--- config.mk ---
export PLATFORM = sky130hd
export DESIGN_NAME = job_table_current_tracker_core
export DESIGN_NICKNAME = d
export VERILOG_FILES = /design/src/jtct_pkg.sv /design/src/jtct_cmp_unit.sv /design/src/job_table_current_tracker_core.sv
export SDC_FILE = /design/constraint.sdc
export NUM_CORES = 1
export LEC_CHECK = 0
export BUFFER_PORTS_ARGS = -buffer_cell sky130_fd_sc_hd__buf_2
export CORE_ASPECT_RATIO = 2
export CORE_MARGIN = 2
export CORE_UTILIZATION = 30
export DETAILED_ROUTE_END_ITERATION = 6
export MAX_ROUTING_LAYER = met4
export PLACE_DENSITY = 0.49
export SYNTH_ARGS = -nofsm -noshare
export SYNTH_HDL_FRONTEND = slang
export SYNTH_HIERARCHICAL = 1
export SYNTH_SLANG_ARGS = --single-unit
--- constraint.sdc ---
create_clock -name i_clk -period 5 [get_ports i_clk]
set_clock_uncertainty 0.1 [all_clocks]
set_input_delay 0.25 -clock i_clk [delete_from_list [all_inputs] [get_ports i_clk]]
set_output_delay 0.25 -clock i_clk [all_outputs]
set_load 0.01 [all_outputs]
--- src/jtct_pkg.sv ---
// ----------------------------------------------------------------------------
// jtct_pkg
// Shared codes for the job table tracker: command codes, status codes and
// the sequencer state type.
// ----------------------------------------------------------------------------
package jtct_pkg;

    localparam int CMD_W    = 3;
    localparam int STATUS_W = 2;

    localparam logic [CMD_W-1:0] CMD_ADD       = 3'd0;
    localparam logic [CMD_W-1:0] CMD_REMOVE    = 3'd1;
    localparam logic [CMD_W-1:0] CMD_SET_CUR   = 3'd2;
    localparam logic [CMD_W-1:0] CMD_SET_STATE = 3'd3;
    localparam logic [CMD_W-1:0] CMD_FIND_PID  = 3'd4;

    localparam logic [STATUS_W-1:0] ST_OK        = 2'd0;
    localparam logic [STATUS_W-1:0] ST_NOT_FOUND = 2'd1;
    localparam logic [STATUS_W-1:0] ST_FULL      = 2'd2;

    typedef enum logic [3:0] {
        S_IDLE,
        S_SCAN,
        S_SHIFT,
        S_FIX,
        S_HEAD_RD,
        S_HEAD_SET,
        S_ADD_RD,
        S_ADD_WR,
        S_DONE
    } t_fsm;

endpackage

--- src/jtct_cmp_unit.sv ---
// ----------------------------------------------------------------------------
// jtct_cmp_unit
// Shared compare and increment unit: matches one slot word against the
// job number or pid key and forms the next job number.
// ----------------------------------------------------------------------------
module jtct_cmp_unit #(
    parameter int JOB_NUMBER_BITS = 8,
    parameter int PID_W           = 16
) (
    input  logic [JOB_NUMBER_BITS-1:0] i_slot_num,
    input  logic [PID_W-1:0]           i_slot_pid,
    input  logic [7:0]                 i_key_job,
    input  logic [PID_W-1:0]           i_key_pid,
    input  logic                       i_by_pid,
    output logic                       o_hit,
    output logic [JOB_NUMBER_BITS-1:0] o_next_num,
    output logic                       o_next_ovf
);

    localparam int CMP_W = (JOB_NUMBER_BITS > 8) ? JOB_NUMBER_BITS : 8;

    logic [CMP_W-1:0]           slot_num_ext;
    logic [CMP_W-1:0]           key_job_ext;
    logic [JOB_NUMBER_BITS:0]   sum;

    // The key is widened rather than cut so that a key beyond the number
    // range can never alias a stored number.
    assign slot_num_ext = CMP_W'(i_slot_num);
    assign key_job_ext  = CMP_W'(i_key_job);
    assign o_hit        = i_by_pid ? (i_slot_pid == i_key_pid)
                                   : (slot_num_ext == key_job_ext);

    assign sum        = {1'b0, i_slot_num} + {{JOB_NUMBER_BITS{1'b0}}, 1'b1};
    assign o_next_num = sum[JOB_NUMBER_BITS-1:0];
    assign o_next_ovf = sum[JOB_NUMBER_BITS];

endmodule

--- src/job_table_current_tracker_core.sv ---
// ----------------------------------------------------------------------------
// job_table_current_tracker_core
// Ordered job table with current and previous job markers, run by a small
// sequencer over one slot memory and one shared compare unit.
// ----------------------------------------------------------------------------
// Usage: a request (i_cmd, i_job, i_pid, i_new_state) is taken at a rising
// edge where start is high and busy is low. The block then raises busy and
// walks the slot memory one slot per cycle. When done it shows one result
// (o_status, o_job_number, o_current_job, o_previous_job, o_job_count) for
// exactly one cycle with o_valid high; the receiver cannot stall it, so the
// result must be captured in that cycle. busy falls in the cycle after the
// strobe, and a new request may be taken then.
// Add reads the last slot and then writes the new one; unused command
// codes go straight to the result. Lookup and remove time is set by the
// single read port of the slot memory: lookup reads one slot a cycle and
// remove then shifts the following slots down one a cycle through the
// same port.
// Reset (synchronous, active low) empties the table and clears both
// markers; the slot memory itself is not cleared, since slots at or above
// the job count are never read.
// ----------------------------------------------------------------------------
module job_table_current_tracker_core #(
    parameter int MAX_JOBS        = 16,
    parameter int JOB_NUMBER_BITS = 8,
    parameter int PID_BITS        = 16
) (
    input  logic        i_clk,
    input  logic        i_rst_n,
    input  logic        start,
    output logic        busy,
    input  logic [2:0]  i_cmd,
    input  logic [7:0]  i_job,
    input  logic [15:0] i_pid,
    input  logic [7:0]  i_new_state,
    output logic        o_valid,
    output logic [1:0]  o_status,
    output logic [7:0]  o_job_number,
    output logic [7:0]  o_current_job,
    output logic [7:0]  o_previous_job,
    output logic [4:0]  o_job_count
);

    // Only 16 pid bits arrive at the port, so at most that many are kept.
    localparam int PID_W  = (PID_BITS < 16) ? PID_BITS : 16;
    localparam int JNB    = JOB_NUMBER_BITS;
    localparam int AW     = $clog2(MAX_JOBS);
    localparam int CNT_W  = $clog2(MAX_JOBS + 1);
    localparam int WORD_W = JNB + PID_W + 8;
    localparam int CMP_W  = (JNB > 8) ? JNB : 8;

    // Each slot word is {job number, pid, state}. Slots 0 .. count-1 are the
    // live jobs in ascending number order.
    logic [WORD_W-1:0] r_slot_mem [MAX_JOBS];
    logic [WORD_W-1:0] r_rd;

    jtct_pkg::t_fsm r_state, n_state;

    logic [jtct_pkg::CMD_W-1:0]    r_cmd, n_cmd;
    logic [7:0]                    r_job, n_job;
    logic [PID_W-1:0]              r_pid, n_pid;
    logic [7:0]                    r_nst, n_nst;
    logic [CNT_W-1:0]              r_idx, n_idx;
    logic [AW-1:0]                 r_cidx, n_cidx;
    logic                          r_chk, n_chk;
    logic [CNT_W-1:0]              r_count, n_count;
    logic [JNB-1:0]                r_cur, n_cur;
    logic [JNB-1:0]                r_prev, n_prev;
    logic [jtct_pkg::STATUS_W-1:0] r_status, n_status;
    logic [JNB-1:0]                r_found, n_found;

    logic [AW-1:0]     rd_addr;
    logic              wr_en;
    logic [AW-1:0]     wr_addr;
    logic [WORD_W-1:0] wr_data;

    logic [JNB-1:0]   rd_num;
    logic [PID_W-1:0] rd_pid;
    logic             hit;
    logic [JNB-1:0]   next_num;
    logic             next_ovf;
    logic             scan_end;
    logic             table_full;
    logic [JNB-1:0]   add_num;
    logic             add_ovf;
    logic             cur_is_job;

    assign rd_num = r_rd[WORD_W-1 -: JNB];
    assign rd_pid = r_rd[8 +: PID_W];

    jtct_cmp_unit #(
        .JOB_NUMBER_BITS (JNB),
        .PID_W           (PID_W)
    ) u_cmp (
        .i_slot_num (rd_num),
        .i_slot_pid (rd_pid),
        .i_key_job  (r_job),
        .i_key_pid  (r_pid),
        .i_by_pid   (r_cmd == jtct_pkg::CMD_FIND_PID),
        .o_hit      (hit),
        .o_next_num (next_num),
        .o_next_ovf (next_ovf)
    );

    // The walk has drained once no read is in flight and the index has run
    // past the last live slot.
    assign scan_end   = !r_chk && (r_idx >= r_count);
    assign table_full = (r_count >= CNT_W'(MAX_JOBS));
    assign add_num    = (r_count == '0) ? JNB'(1) : next_num;
    assign add_ovf    = (r_count != '0) && next_ovf;
    assign cur_is_job = (CMP_W'(r_cur) == CMP_W'(r_job));

    // Slot memory: one write port and one registered read port.
    always_ff @(posedge i_clk) begin
        if (wr_en) begin
            r_slot_mem[wr_addr] <= wr_data;
        end
    end

    always_ff @(posedge i_clk) begin
        r_rd <= r_slot_mem[rd_addr];
    end

    // Next state.
    always_comb begin
        n_state = r_state;
        unique case (r_state)
            jtct_pkg::S_IDLE: begin
                if (start) begin
                    unique case (i_cmd)
                        jtct_pkg::CMD_ADD:       n_state = jtct_pkg::S_ADD_RD;
                        jtct_pkg::CMD_REMOVE,
                        jtct_pkg::CMD_SET_CUR,
                        jtct_pkg::CMD_SET_STATE,
                        jtct_pkg::CMD_FIND_PID:  n_state = jtct_pkg::S_SCAN;
                        default:                 n_state = jtct_pkg::S_DONE;
                    endcase
                end
            end
            jtct_pkg::S_SCAN: begin
                if (r_chk && hit) begin
                    n_state = (r_cmd == jtct_pkg::CMD_REMOVE) ? jtct_pkg::S_SHIFT
                                                              : jtct_pkg::S_DONE;
                end else if (scan_end) begin
                    n_state = jtct_pkg::S_DONE;
                end
            end
            jtct_pkg::S_SHIFT: begin
                if (scan_end) begin
                    n_state = jtct_pkg::S_FIX;
                end
            end
            jtct_pkg::S_FIX: begin
                if ((r_count != CNT_W'(1)) && cur_is_job && (r_prev == '0)) begin
                    n_state = jtct_pkg::S_HEAD_RD;
                end else begin
                    n_state = jtct_pkg::S_DONE;
                end
            end
            jtct_pkg::S_HEAD_RD:  n_state = jtct_pkg::S_HEAD_SET;
            jtct_pkg::S_HEAD_SET: n_state = jtct_pkg::S_DONE;
            jtct_pkg::S_ADD_RD: begin
                n_state = table_full ? jtct_pkg::S_DONE : jtct_pkg::S_ADD_WR;
            end
            jtct_pkg::S_ADD_WR:   n_state = jtct_pkg::S_DONE;
            jtct_pkg::S_DONE:     n_state = jtct_pkg::S_IDLE;
            default:              n_state = jtct_pkg::S_IDLE;
        endcase
    end

    // Datapath and memory control.
    always_comb begin
        n_cmd    = r_cmd;
        n_job    = r_job;
        n_pid    = r_pid;
        n_nst    = r_nst;
        n_idx    = r_idx;
        n_cidx   = r_cidx;
        n_chk    = r_chk;
        n_count  = r_count;
        n_cur    = r_cur;
        n_prev   = r_prev;
        n_status = r_status;
        n_found  = r_found;
        rd_addr  = r_idx[AW-1:0];
        wr_en    = 1'b0;
        wr_addr  = r_cidx;
        wr_data  = r_rd;

        unique case (r_state)
            jtct_pkg::S_IDLE: begin
                if (start) begin
                    n_cmd    = i_cmd;
                    n_job    = i_job;
                    n_pid    = i_pid[PID_W-1:0];
                    n_nst    = i_new_state;
                    n_idx    = '0;
                    n_chk    = 1'b0;
                    n_status = jtct_pkg::ST_OK;
                    n_found  = '0;
                end
            end
            jtct_pkg::S_SCAN: begin
                // Issue the next slot read while checking the one before it.
                if (r_idx < r_count) begin
                    n_chk  = 1'b1;
                    n_cidx = r_idx[AW-1:0];
                    n_idx  = r_idx + CNT_W'(1);
                end else begin
                    n_chk = 1'b0;
                end
                if (r_chk && hit) begin
                    unique case (r_cmd)
                        jtct_pkg::CMD_REMOVE: begin
                            n_idx = CNT_W'(r_cidx) + CNT_W'(1);
                            n_chk = 1'b0;
                        end
                        jtct_pkg::CMD_SET_CUR: begin
                            n_prev = r_cur;
                            n_cur  = JNB'(r_job);
                        end
                        jtct_pkg::CMD_SET_STATE: begin
                            wr_en   = 1'b1;
                            wr_addr = r_cidx;
                            wr_data = {rd_num, rd_pid, r_nst};
                        end
                        default: begin
                            n_found = rd_num;
                        end
                    endcase
                end else if (scan_end) begin
                    n_status = jtct_pkg::ST_NOT_FOUND;
                end
            end
            jtct_pkg::S_SHIFT: begin
                // Slot i+1 is read and written back into slot i.
                if (r_idx < r_count) begin
                    n_chk  = 1'b1;
                    n_cidx = r_idx[AW-1:0];
                    n_idx  = r_idx + CNT_W'(1);
                end else begin
                    n_chk = 1'b0;
                end
                if (r_chk) begin
                    wr_en   = 1'b1;
                    wr_addr = r_cidx - AW'(1);
                    wr_data = r_rd;
                end
            end
            jtct_pkg::S_FIX: begin
                n_count = r_count - CNT_W'(1);
                // Removing the current job while others remain moves the
                // current marker to the previous one, or to the lowest job.
                if ((r_count != CNT_W'(1)) && cur_is_job) begin
                    if (r_prev != '0) begin
                        n_cur = r_prev;
                    end
                    n_prev = '0;
                end
            end
            jtct_pkg::S_HEAD_RD: begin
                rd_addr = '0;
            end
            jtct_pkg::S_HEAD_SET: begin
                n_cur = rd_num;
            end
            jtct_pkg::S_ADD_RD: begin
                rd_addr = AW'(r_count - CNT_W'(1));
                if (table_full) begin
                    n_status = jtct_pkg::ST_FULL;
                end
            end
            jtct_pkg::S_ADD_WR: begin
                if (add_ovf) begin
                    n_status = jtct_pkg::ST_FULL;
                end else begin
                    wr_en   = 1'b1;
                    wr_addr = r_count[AW-1:0];
                    wr_data = {add_num, r_pid, r_nst};
                    if (r_count != '0) begin
                        n_prev = r_cur;
                    end
                    n_cur   = add_num;
                    n_count = r_count + CNT_W'(1);
                    n_found = add_num;
                end
            end
            jtct_pkg::S_DONE: begin
            end
            default: begin
            end
        endcase
    end

    // Control state.
    always_ff @(posedge i_clk) begin
        if (!i_rst_n) begin
            r_state <= jtct_pkg::S_IDLE;
            r_chk   <= 1'b0;
            r_count <= '0;
            r_cur   <= '0;
            r_prev  <= '0;
        end else begin
            r_state <= n_state;
            r_chk   <= n_chk;
            r_count <= n_count;
            r_cur   <= n_cur;
            r_prev  <= n_prev;
        end
    end

    // Request payload and working registers.
    always_ff @(posedge i_clk) begin
        r_cmd    <= n_cmd;
        r_job    <= n_job;
        r_pid    <= n_pid;
        r_nst    <= n_nst;
        r_idx    <= n_idx;
        r_cidx   <= n_cidx;
        r_status <= n_status;
        r_found  <= n_found;
    end

    // Outputs.
    always_comb begin
        busy           = (r_state != jtct_pkg::S_IDLE);
        o_valid        = (r_state == jtct_pkg::S_DONE);
        o_status       = r_status;
        o_job_number   = 8'(r_found);
        o_current_job  = 8'(r_cur);
        o_previous_job = 8'(r_prev);
        o_job_count    = 5'(r_count);
    end

    // The table never holds more jobs than it has slots.
    a_count_bound: assert property (@(posedge i_clk) disable iff (!i_rst_n)
        r_count <= CNT_W'(MAX_JOBS))
        else $error("job count beyond table size");

    // An accepted request keeps the block busy in the following cycle.
    a_accept_busy: assert property (@(posedge i_clk) disable iff (!i_rst_n)
        (start && !busy) |=> busy)
        else $error("request accepted but block not busy");

    // A result strobe lasts exactly one cycle.
    a_strobe_single: assert property (@(posedge i_clk) disable iff (!i_rst_n)
        o_valid |=> !o_valid)
        else $error("result strobe held longer than one cycle");

    // A successful add always reports a nonzero number that is now current.
    a_add_number: assert property (@(posedge i_clk) disable iff (!i_rst_n)
        (o_valid && (r_cmd == jtct_pkg::CMD_ADD) && (o_status == jtct_pkg::ST_OK))
        |-> ((r_found != '0) && (r_found == r_cur)))
        else $error("add finished without a current job number");

endmodule

==> impl_metrics.csv, run 1 <==
group,metric,value,unit
status,status,"completed",
final_layout,area_growth,16.8,%
logic_synthesis,synthesis.nets,1393,
run,drv_cap,0,
place,hpwl,34.5,mm
logic_synthesis,synth.most_common_cell,"edfxtp_1",
logic_synthesis,synthesis.area,0.0200,sq mm
die,die_x,186,um
route,vias,12110,
place,place_inst,2254,
die,start_util,0.304,
logic_synthesis,synth_top_area_share,0.647,
route,drc,0,
final_layout,final_cells,2361,
global_routing,grt_pass1_vias,12594,
die,core_area,0.0657,sq mm
pwr,leakage,7.81,nW
clocking,clkTransAtPathRegs,0.07,ns
critical_path,crit_fanout,24,
timing,hold_viol_final,0,
clocking,ctsHtreeMaxLevel,2,
logic_synthesis,yosys_warnings,6,
route,routed.top_layer,"met4",
critical_path,end_kind,"register",
route,dr_wl_met3,2.04,mm
global_routing,grt_pass1_wl,81.8,mm
logic_synthesis,synth_common_cells,"edfxtp_1, nand2_1, a21oi_1",
logic_synthesis,avgSynthCellArea,14.9,sq um
logic_synthesis,synth-seq-area-share,0.697,
route,first_iter_violations,945,
timing,fin_crit_sh,0.813,
logic_synthesis,synth_area_leaders,"edfxtp_1, mux4_2, dfxtp_1",
final_layout,final_core_util,0.355,
clocking,ctsResizeCount,0,
logic_synthesis,yosysUniqueCellTypes,68,
timing,slew_headroom,0.269,
logic_synthesis,async_flop_share,0,
clocking,clock_latency,0.58,ns
logic_synthesis,synth_top_area_cell,"edfxtp_1",
worst_hold_path,min_path_type,"in2reg",
pwr,ir_drop,0.235,mV
critical_path,criticalPathCategory,"reg2reg",
critical_path,reg2reg_depth,11,
place,gp_congestion,0.849,
final_layout,seq_area,0.0139,sq mm
global_routing,antenna_found_initial,1,
final_layout,num-nets-final,1499,
timing,period_needed,4.06,ns
route,viasPerCell,5.13,
clocking,cts_made_buffers,42,
logic_synthesis,synth-edff-count,430,
clocking,clockBufferDepth,3,
route,routed-wl-met2,30.2,mm
timing,finalSetupViolCount,0,
clocking,hold_buffers,27,
logic_synthesis,synth-seq-cells,480,
clocking,root_buffer,"clkbuf_16",
clocking,cts_sinks,480,
timing,drv_slew,0,
timing,tns,0,ns
place,io_buffers,62,
logic_synthesis,synth_flop_cell,"edfxtp_1",
die,row_count,133,
global_routing,grt-ovfl-total,0,
die,io_pins,71,
pwr,power_density,457,mW/mm^2
global_routing,grt_max_degree,52,
route,antenna_left,0,
logic_synthesis,syn_inst,1342,
timing,clock.fmax,246,MHz
critical_path,startpoint_type,"register",
route,drt-total-wl,54.9,mm
final_layout,multi_input_area,0.00578,sq mm
route,routedWlPerCell,23.2,um
final_layout,layout-drive-gt1-share,0.179,
critical_path,required,5.10,ns
timing,worstMarginPinSlew,1.09,ns
global_routing,grt_use_total,0.165,
timing,rsz0062_at_grt,"false",
final_layout,fill_cells,6256,
clocking,cts_tree,"done",
worst_hold_path,hold_depth,4,
clocking,postCtsSetupBuffers,0,
die,die_h,369,um
critical_path,worst_ep_arrival_time,4.16,ns
route,m1WireLength,20.6,mm
die,die_area,0.0688,sq mm
route,first_pass_iters,5,
final timing paths:
check	start	to	slack, ns
worst max-delay path	r_rd[24]	r_slot_mem[13][29]	0.94
worst min-delay path	start	r_state[1]	0.04
worst max register to register	r_rd[24]	r_slot_mem[13][29]	0.94
worst min register to register	o_previous_job[4]	o_previous_job[4]	0.41
cell usage in the layout, fill, tap and decap left out, types with 32 or more instances in the layout:
master     instances
a21oi_1           63
a22oi_1           32
buf_2             62
buf_4             56
clkbuf_16         43
dfxtp_1           50
edfxtp_1         430
mux4_2            47
nand2_1          188
o211ai_1          34
xnor2_1           47
through the flow:
stage / setup WS (ns) / instance area, sq um / hold slack (ns) / total power, mW
floorplan: 0.496 / 20000 / 0.249 / 6.64
global placement: 0.980 / 21700 / 0.331 / 7.43
detailed placement: 0.942 / 21700 / 0.331 / 7.47
CTS: 0.886 / 23300 / 0.00781 / 10.8
global route: 0.770 / 23300 / 0.0679 / 11.1
finish: 0.935 / 23300 / 0.0447 / 10.7
metal layers:
metal | global-route usage | vias up
li1 | - | 5483
met1 | 0.178 | 6179
met2 | 0.307 | 334
met4 | 0.0660 | 0
met5 | - | -
met3 | 0.0167 | 114
power breakdown:
part / internal (mW) / total, mW / leakage (nW) / switching, mW
combinational: 0.768 / 2.13 / 2.81 / 1.36
sequential: 5.01 / 5.23 / 4.32 / 0.218
clock: 1.84 / 3.31 / 0.673 / 1.46
cell type report:
cell class,count,area share
clock inverter,20,0.00934
inverter,23,0.00370
timing repair buffer,148,0.0455
tap,877,0.0471
antenna,2,0.000215
clock buffer,58,0.0498
sequential,480,0.597
multi-input combinational,753,0.248
state kept, by name, indices dropped and copies added, names as in the netlist, 3 cells and up:
name / count
o_job_count: 5
r_cmd: 3
r_state: 4
o_current_job: 8
r_slot_mem: 384
r_rd: 24
r_pid: 16
o_previous_job: 8
r_idx: 5
r_job: 8
r_cidx: 4
o_job_number: 8
cells by family after synthesis:
logic type | count (synthesis) | synth area share
DFF | 480 | 0.697
AOI/OAI and AO/OA | 279 | 0.103
muxes | 77 | 0.0684
xor gates and xnor gates | 51 | 0.0224
and+or+nand+nor | 333 | 0.0800
buffers and inverters | 109 | 0.0218
adders and majority gates | 13 | 0.00815
critical path, cell delays in order, from the launching register on:
cell     delay (ns)
dfxtp_1        0.52
ha_1           0.25
nand3_1        0.12
nor2_1         0.19
and3_1         0.47
inv_1          0.16
o21ai_2        0.18
buf_4          0.31
o22ai_1        0.14
or3b_2         0.54
nor3_2         0.20
buf_4          0.50
No activity file was read; power rests on OpenSTA's default activity.
==> run 2: changes to the inputs <==
--- a/config.mk
+++ b/config.mk
@@ -5,13 +5,14 @@
 export SDC_FILE = /design/constraint.sdc
 export NUM_CORES = 1
 export LEC_CHECK = 0
+export ABC_AREA = 1
 export BUFFER_PORTS_ARGS = -buffer_cell sky130_fd_sc_hd__buf_2
 export CORE_ASPECT_RATIO = 2
 export CORE_MARGIN = 2
 export CORE_UTILIZATION = 30
 export DETAILED_ROUTE_END_ITERATION = 6
 export MAX_ROUTING_LAYER = met4
-export PLACE_DENSITY = 0.49
+export PLACE_DENSITY = 0.5
 export SYNTH_ARGS = -nofsm -noshare
 export SYNTH_HDL_FRONTEND = slang
 export SYNTH_HIERARCHICAL = 1
==> constraint.sdc (replaced) <==
create_clock -name i_clk -period 3.38 [get_ports i_clk]
set_clock_uncertainty 0.1 [all_clocks]
set_input_delay 0.169 -clock i_clk [delete_from_list [all_inputs] [get_ports i_clk]]
set_output_delay 0.169 -clock i_clk [all_outputs]
set_load 0.01 [all_outputs]
==> impl_metrics.csv, run 2 <==
group,metric,value,unit
status,status,"completed",
clocking,ctsHtreeMaxLevel,2,
place,place_inst,3157,
clocking,clkTransAtPathRegs,0.07,ns
final_layout,layout_common_cells,"nand2_1, edfxtp_1, nand3_1",
die,row_count,139,
final_layout,layout-drive-gt1-share,0.113,
critical_path,reg2reg_from,"r_cmd[0]",
critical_path,required,3.52,ns
worst_hold_path,min_path_type,"in2reg",
global_routing,grt_pass1_vias,16028,
logic_synthesis,async_flop_share,0,
place,gp_congestion,0.912,
critical_path,startpoint,"r_cmd[0]",
final_layout,largest_register_ffs,384,
die,io_pins,71,
route,routedWlPerCell,20.1,um
global_routing,antenna_found_initial,0,
logic_synthesis,synth_flop_cell,"edfxtp_1",
logic_synthesis,synth_common_cells,"nand2_1, nand3_1, edfxtp_1",
logic_synthesis,synth-edff-count,430,
pwr,leakage,10.3,nW
route,first_pass_iters,7,
critical_path,crit_fanout,14,
timing,period_needed,3.16,ns
critical_path,startpoint_type,"register",
critical_path,end_kind,"register",
timing,finalSetupViolCount,0,
logic_synthesis,syn_inst,2211,
clocking,clockBufferDepth,3,
die,die_x,194,um
pwr,ir_drop,0.731,mV
route,drt-total-wl,65.6,mm
logic_synthesis,synth-seq-cells,480,
logic_synthesis,synth_area_leaders,"edfxtp_1, nand2_1, nand3_1",
logic_synthesis,synthesis.area,0.0216,sq mm
clocking,root_buffer,"clkbuf_16",
critical_path,crit_chain,"nor3b_4 > o21a_1 > nand3_1 > nor2_1 > nand3_1 > nand2_1 > nand2_1 > nor2_1 > nand3_1 > nand2_1 > nand3_2 > nor2_4 > buf_4",
global_routing,grt_max_degree,116,
timing,fin_crit_sh,0.934,
worst_hold_path,min_from,"i_job[0]",
pwr,power_density,831,mW/mm^2
critical_path,crit_slowest_cell,"edfxtp_1",
die,die_area,0.0742,sq mm
logic_synthesis,synth_top_area_cell,"edfxtp_1",
timing,rsz0062_at_grt,"true",
logic_synthesis,synthesis.nets,2262,
critical_path,criticalPathCategory,"reg2reg",
logic_synthesis,avgSynthCellArea,9.76,sq um
final_layout,final_cells,3273,
timing,hold_viol_final,0,
die,core_area,0.0715,sq mm
run,drv_cap,0,
place,hpwl,43.5,mm
route,viasPerCell,4.85,
die,die_h,383,um
final_layout,final_core_util,0.354,
timing,drv_slew,0,
final_layout,largestRegisters,"r_slot_mem: 384 flops, r_rd: 24 flops, r_pid: 16 flops",
clocking,cts_tree,"done",
logic_synthesis,synth_top_area_share,0.599,
final_layout,area_growth,17.4,%
timing,worstMarginPinSlew,0.931,ns
route,vias,15885,
route,antenna_left,0,
place,io_buffers,62,
logic_synthesis,yosys_warnings,6,
final_layout,final_common_cell,"nand2_1",
timing,hold_slack,0.205,ns
timing,clock.fmax,317,MHz
clocking,cts_made_buffers,44,
clocking,cts_sinks,480,
critical_path,max_stage_delay,0.46,ns
global_routing,grt_use_total,0.179,
final_layout,num-nets-final,2372,
final_layout,regMostFlops,"r_slot_mem",
final_layout,antenna_cells,0,
timing,slew_headroom,0.377,
critical_path,worst_ep_arrival_time,3.30,ns
global_routing,grt-ovfl-total,0,
logic_synthesis,synth.most_common_cell,"nand2_1",
logic_synthesis,yosysUniqueCellTypes,41,
global_routing,grt_pass1_wl,98.2,mm
clocking,clock_latency,0.58,ns
timing,tns,0,ns
route,drc,0,
logic_synthesis,synth-seq-area-share,0.645,
route,first_iter_violations,1206,
die,start_util,0.302,
==> run 2: cells by family after synthesis <==
group                      count (synthesis)  share of synthesized area
AOI/OAI and AO/OA                         73                     0.0196
xor gates and xnor gates                  28                     0.0114
adders and majority gates                 13                    0.00754
buffers and inverters                    315                     0.0589
DFF                                      480                      0.645
and+or+nand+nor                         1302                      0.258
==> run 2: metrics by stage <==
stage | worst slack (ns) | power (mW) | area, sq um
floorplan | -0.0860 | 12.7 | 21600
global placement | -0.213 | 15.9 | 23500
detailed placement | -0.277 | 15.9 | 23500
CTS | 0.0212 | 21.3 | 25200
global route | -0.00336 | 22.1 | 25300
finish | 0.223 | 21.0 | 25300
==> run 2: power by group <==
group | switching [mW] | internal, mW | total [mW]
clock | 2.31 | 2.95 | 5.26
combinational | 5.51 | 2.11 | 7.62
sequential | 0.425 | 7.73 | 8.15
total | 8.24 | 12.8 | 21.0
==> run 2: cell type report <==
class                   count  area [sq um]
flip-flops and latches    480         13900
clock inverters            28           313
well taps                 916          1150
repair buffers            173          1410
fillers                  7129         46200
clock buffers              54          1170
multi-input cells        1416          6590
inverters                 206           773
==> run 2: final timing paths <==
path | slack [ns] | depth (start not counted) | to
max | 0.22 | 13 | r_slot_mem[11][28]
min | 0.20 | 2 | r_job[0]
max reg2reg | 0.22 | 13 | r_slot_mem[11][28]
min reg2reg | 0.46 | 2 | r_chk
==> run 2: timing repair <==
item	4_1_cts	5_1_grt
setup buffers	0	5
hold buffers	29	0
endpoints found under the hold margin	50	0
resized for setup	2	6
pin swaps	0	2
setup endpoints to repair	384	384
==> run 2: routing by layer <==
layer | vias up | routed length, um | track usage
met1 | 7676 | 24000 | 0.182
li1 | 7611 | - | -
met4 | 0 | 3510 | 0.0941
met2 | 457 | 35900 | 0.340
met5 | - | 0 | -
met3 | 141 | 2290 | 0.0142
==> run 2: critical path, delay by kind of cell, from the launching register on <==
kind                   cells  cell delay (ns)
AO/OA/AOI/OAI              1             0.17
AND/OR/NAND/NOR           11             1.79
buffers and inverters      1             0.28
flip-flops                 1             0.46
==> run 3: changes to the inputs <==
--- a/config.mk
+++ b/config.mk
@@ -7,12 +7,12 @@
 export LEC_CHECK = 0
 export ABC_AREA = 1
 export BUFFER_PORTS_ARGS = -buffer_cell sky130_fd_sc_hd__buf_2
-export CORE_ASPECT_RATIO = 2
+export CORE_ASPECT_RATIO = 0.6
 export CORE_MARGIN = 2
 export CORE_UTILIZATION = 30
 export DETAILED_ROUTE_END_ITERATION = 6
 export MAX_ROUTING_LAYER = met4
-export PLACE_DENSITY = 0.5
+export PLACE_DENSITY = 0.48
 export SYNTH_ARGS = -nofsm -noshare
 export SYNTH_HDL_FRONTEND = slang
 export SYNTH_HIERARCHICAL = 1
==> constraint.sdc (replaced) <==
create_clock -name i_clk -period 3.45 [get_ports i_clk]
set_clock_uncertainty 0.1 [all_clocks]
set_input_delay 0.1725 -clock i_clk [delete_from_list [all_inputs] [get_ports i_clk]]
set_output_delay 0.1725 -clock i_clk [all_outputs]
set_load 0.01 [all_outputs]
==> impl_metrics.csv, run 3 (synthesis results as in run 2) <==
group,metric,value,unit
critical_path,worst_ep_arrival_time,3.40,ns
die,start_util,0.302,
final_layout,area_growth,17.9,%
place,io_buffers,62,
route,drt-total-wl,64.5,mm
route,drc,0,
pwr,leakage,10.3,nW
clocking,clkTransAtPathRegs,0.07,ns
final_layout,final_common_cell,"nand2_1",
final_layout,multi_input_area,0.00658,sq mm
route,viasPerCell,4.83,
global_routing,grt_use_total,0.178,
final_layout,regMostFlops,"r_slot_mem",
timing,fin_crit_sh,0.943,
clocking,cts_sinks,480,
die,die_h,212,um
worst_hold_path,min_from,"i_job[6]",
timing,hold_viol_final,0,
route,first_iter_violations,1549,
route,dr_wl_met3,4.22,mm
status,status,"completed",
timing,clock.fmax,307,MHz
timing,period_needed,3.25,ns
final_layout,layout_common_cells,"nand2_1, edfxtp_1, nand3_1",
critical_path,crit_fanout,17,
die,core_area,0.0714,sq mm
final_layout,layout-drive-gt1-share,0.112,
global_routing,grt_max_degree,115,
final_layout,num-nets-final,2373,
place,gp_congestion,0.882,
pwr,ir_drop,0.537,mV
critical_path,timing.rr.end,"r_slot_mem[13][28]",
final_layout,largestRegisters,"r_slot_mem: 384 flops, r_rd: 24 flops, r_pid: 16 flops",
timing,worst_slack,0.195,ns
worst_hold_path,min_to,"r_job[6]",
route,vias,16094,
critical_path,reg2reg_depth,16,
die,io_pins,71,
route,m1WireLength,32.9,mm
critical_path,crit_slowest_cell,"dfxtp_1",
route,routed-wl-met2,26.5,mm
global_routing,grt_pass1_vias,15100,
timing,rsz0062_at_grt,"false",
place,hpwl,40.5,mm
die,die_area,0.0741,sq mm
final_layout,postLayoutCellArea,0.0254,sq mm
timing,worstMarginPinSlew,0.832,ns
place,dpl-instance-area,0.0236,sq mm
clocking,clockBufferDepth,3,
critical_path,crit_chain,"ha_1 > nand3_1 > nor2_1 > nand2_1 > nor3_2 > nand2_1 > nand2_2 > buf_4 > o21ai_0 > inv_1 > nand2_1 > inv_1 > nand3_1 > buf_4 > nor2_4 > buf_4",
timing,drv_slew,0,
clocking,cts_made_buffers,47,
critical_path,reg2reg_from,"r_rd[24]",
die,die_x,350,um
clocking,cts_tree,"done",
clocking,clock_latency,0.58,ns
critical_path,required,3.60,ns
critical_path,criticalPathCategory,"reg2reg",
global_routing,grt-ovfl-total,0,
worst_hold_path,min_path_type,"in2reg",
critical_path,startpoint_type,"register",
route,first_pass_iters,6,
route,antenna_left,0,
final_layout,fill_cells,7168,
worst_hold_path,hold_depth,2,
final_layout,seq_area,0.0139,sq mm
die,row_count,76,
global_routing,antenna_found_initial,0,
critical_path,max_stage_delay,0.35,ns
place,post-place-ws,-0.236,ns
timing,finalSetupViolCount,0,
timing,slew_headroom,0.444,
critical_path,ff2ff_setup_slack,0.20,ns
run,drv_cap,0,
pwr,power_density,811,mW/mm^2
route,routedWlPerCell,19.3,um
clocking,ctsHtreeMaxLevel,2,
final_layout,largest_register_ffs,384,
critical_path,end_kind,"register",
global_routing,grt_pass1_wl,96.6,mm
clocking,root_buffer,"clkbuf_16",
final_layout,antenna_cells,0,
pwr,power,20.6,mW
route,routed.top_layer,"met4",
==> run 3: cell count changes in the layout (fill, tap and decap cells not counted), sizes merged <==
cell,before,now
bufinv,6,3
inv,209,205
clkbuf,54,67
clkinv,17,16
buf,144,142
==> run 3: where the power goes <==
| group | switching, mW | leakage [nW] | internal, mW |
|---|---|---|---|
| Clock | 2.29 | 0.761 | 3.00 |
| Sequential | 0.407 | 4.32 | 7.57 |
| Combinational | 5.30 | 5.21 | 2.06 |
| Total | 8.00 | 10.3 | 12.6 |
==> run 3: cell type report <==
class,instances,area share
Inverter,206,0.0304
Clock buffer,67,0.0540
Sequential cell,480,0.547
Tap cell,975,0.0480
Timing Repair Buffer,171,0.0547
Clock inverter,20,0.00723
Multi-Input combinational cell,1416,0.259
==> run 3: metrics by stage <==
stage / utilization / std cells / hold WS (ns) / setup TNS [ns]
final: 0.356 / 3335 / 0.205 / 0
after global routing: 0.356 / 3335 / 0.179 / 0
after CTS: 0.356 / 3335 / 0.172 / 0
after detailed placement: 0.330 / 3219 / 0.251 / -18.01
after global placement: 0.330 / 3219 / 0.249 / -10.30
after floorplan: - / 2211 / 0.171 / -2.86
==> run 3: how the worst max path moves through the flow <==
stage,from,end,slack (ns)
global route,r_rd[24],r_slot_mem[12][28],0.002
finish,r_rd[24],r_slot_mem[13][28],0.20
floorplan,r_rd[24],r_slot_mem[14][10],-0.02
CTS,r_cmd[1],r_slot_mem[15][29],0.07
detailed placement,r_cmd[1],r_slot_mem[6][11],-0.24
global placement,r_cmd[1],r_slot_mem[6][11],-0.19
==> run 3: critical path, delay by kind of cell, from the launching register on <==
kind / cells / cell delay [ns]
adder cells (fa/ha/maj): 1 / 0.20
flip-flops: 1 / 0.35
AND/OR/NAND/NOR: 9 / 1.21
buffers and inverters: 5 / 0.89
AO/OA/AOI/OAI: 1 / 0.14
==> run 3: repair_timing <==
item                                    in CTS  in global routing
endpoints found under the hold margin       53                  0
endpoints found under the setup margin     192                120
hold buffers                                29                  0
pin swaps                                    0                  0
resized for setup                            2                  2
setup buffers                                0                  0
==> run 3: per-layer routing <==
metal / vias up / track usage
li1: 7639 / -
met1: 7921 / 0.277
met2: 467 / 0.242
met3: 67 / 0.0296
met4: 0 / 0.0333
met5: - / -
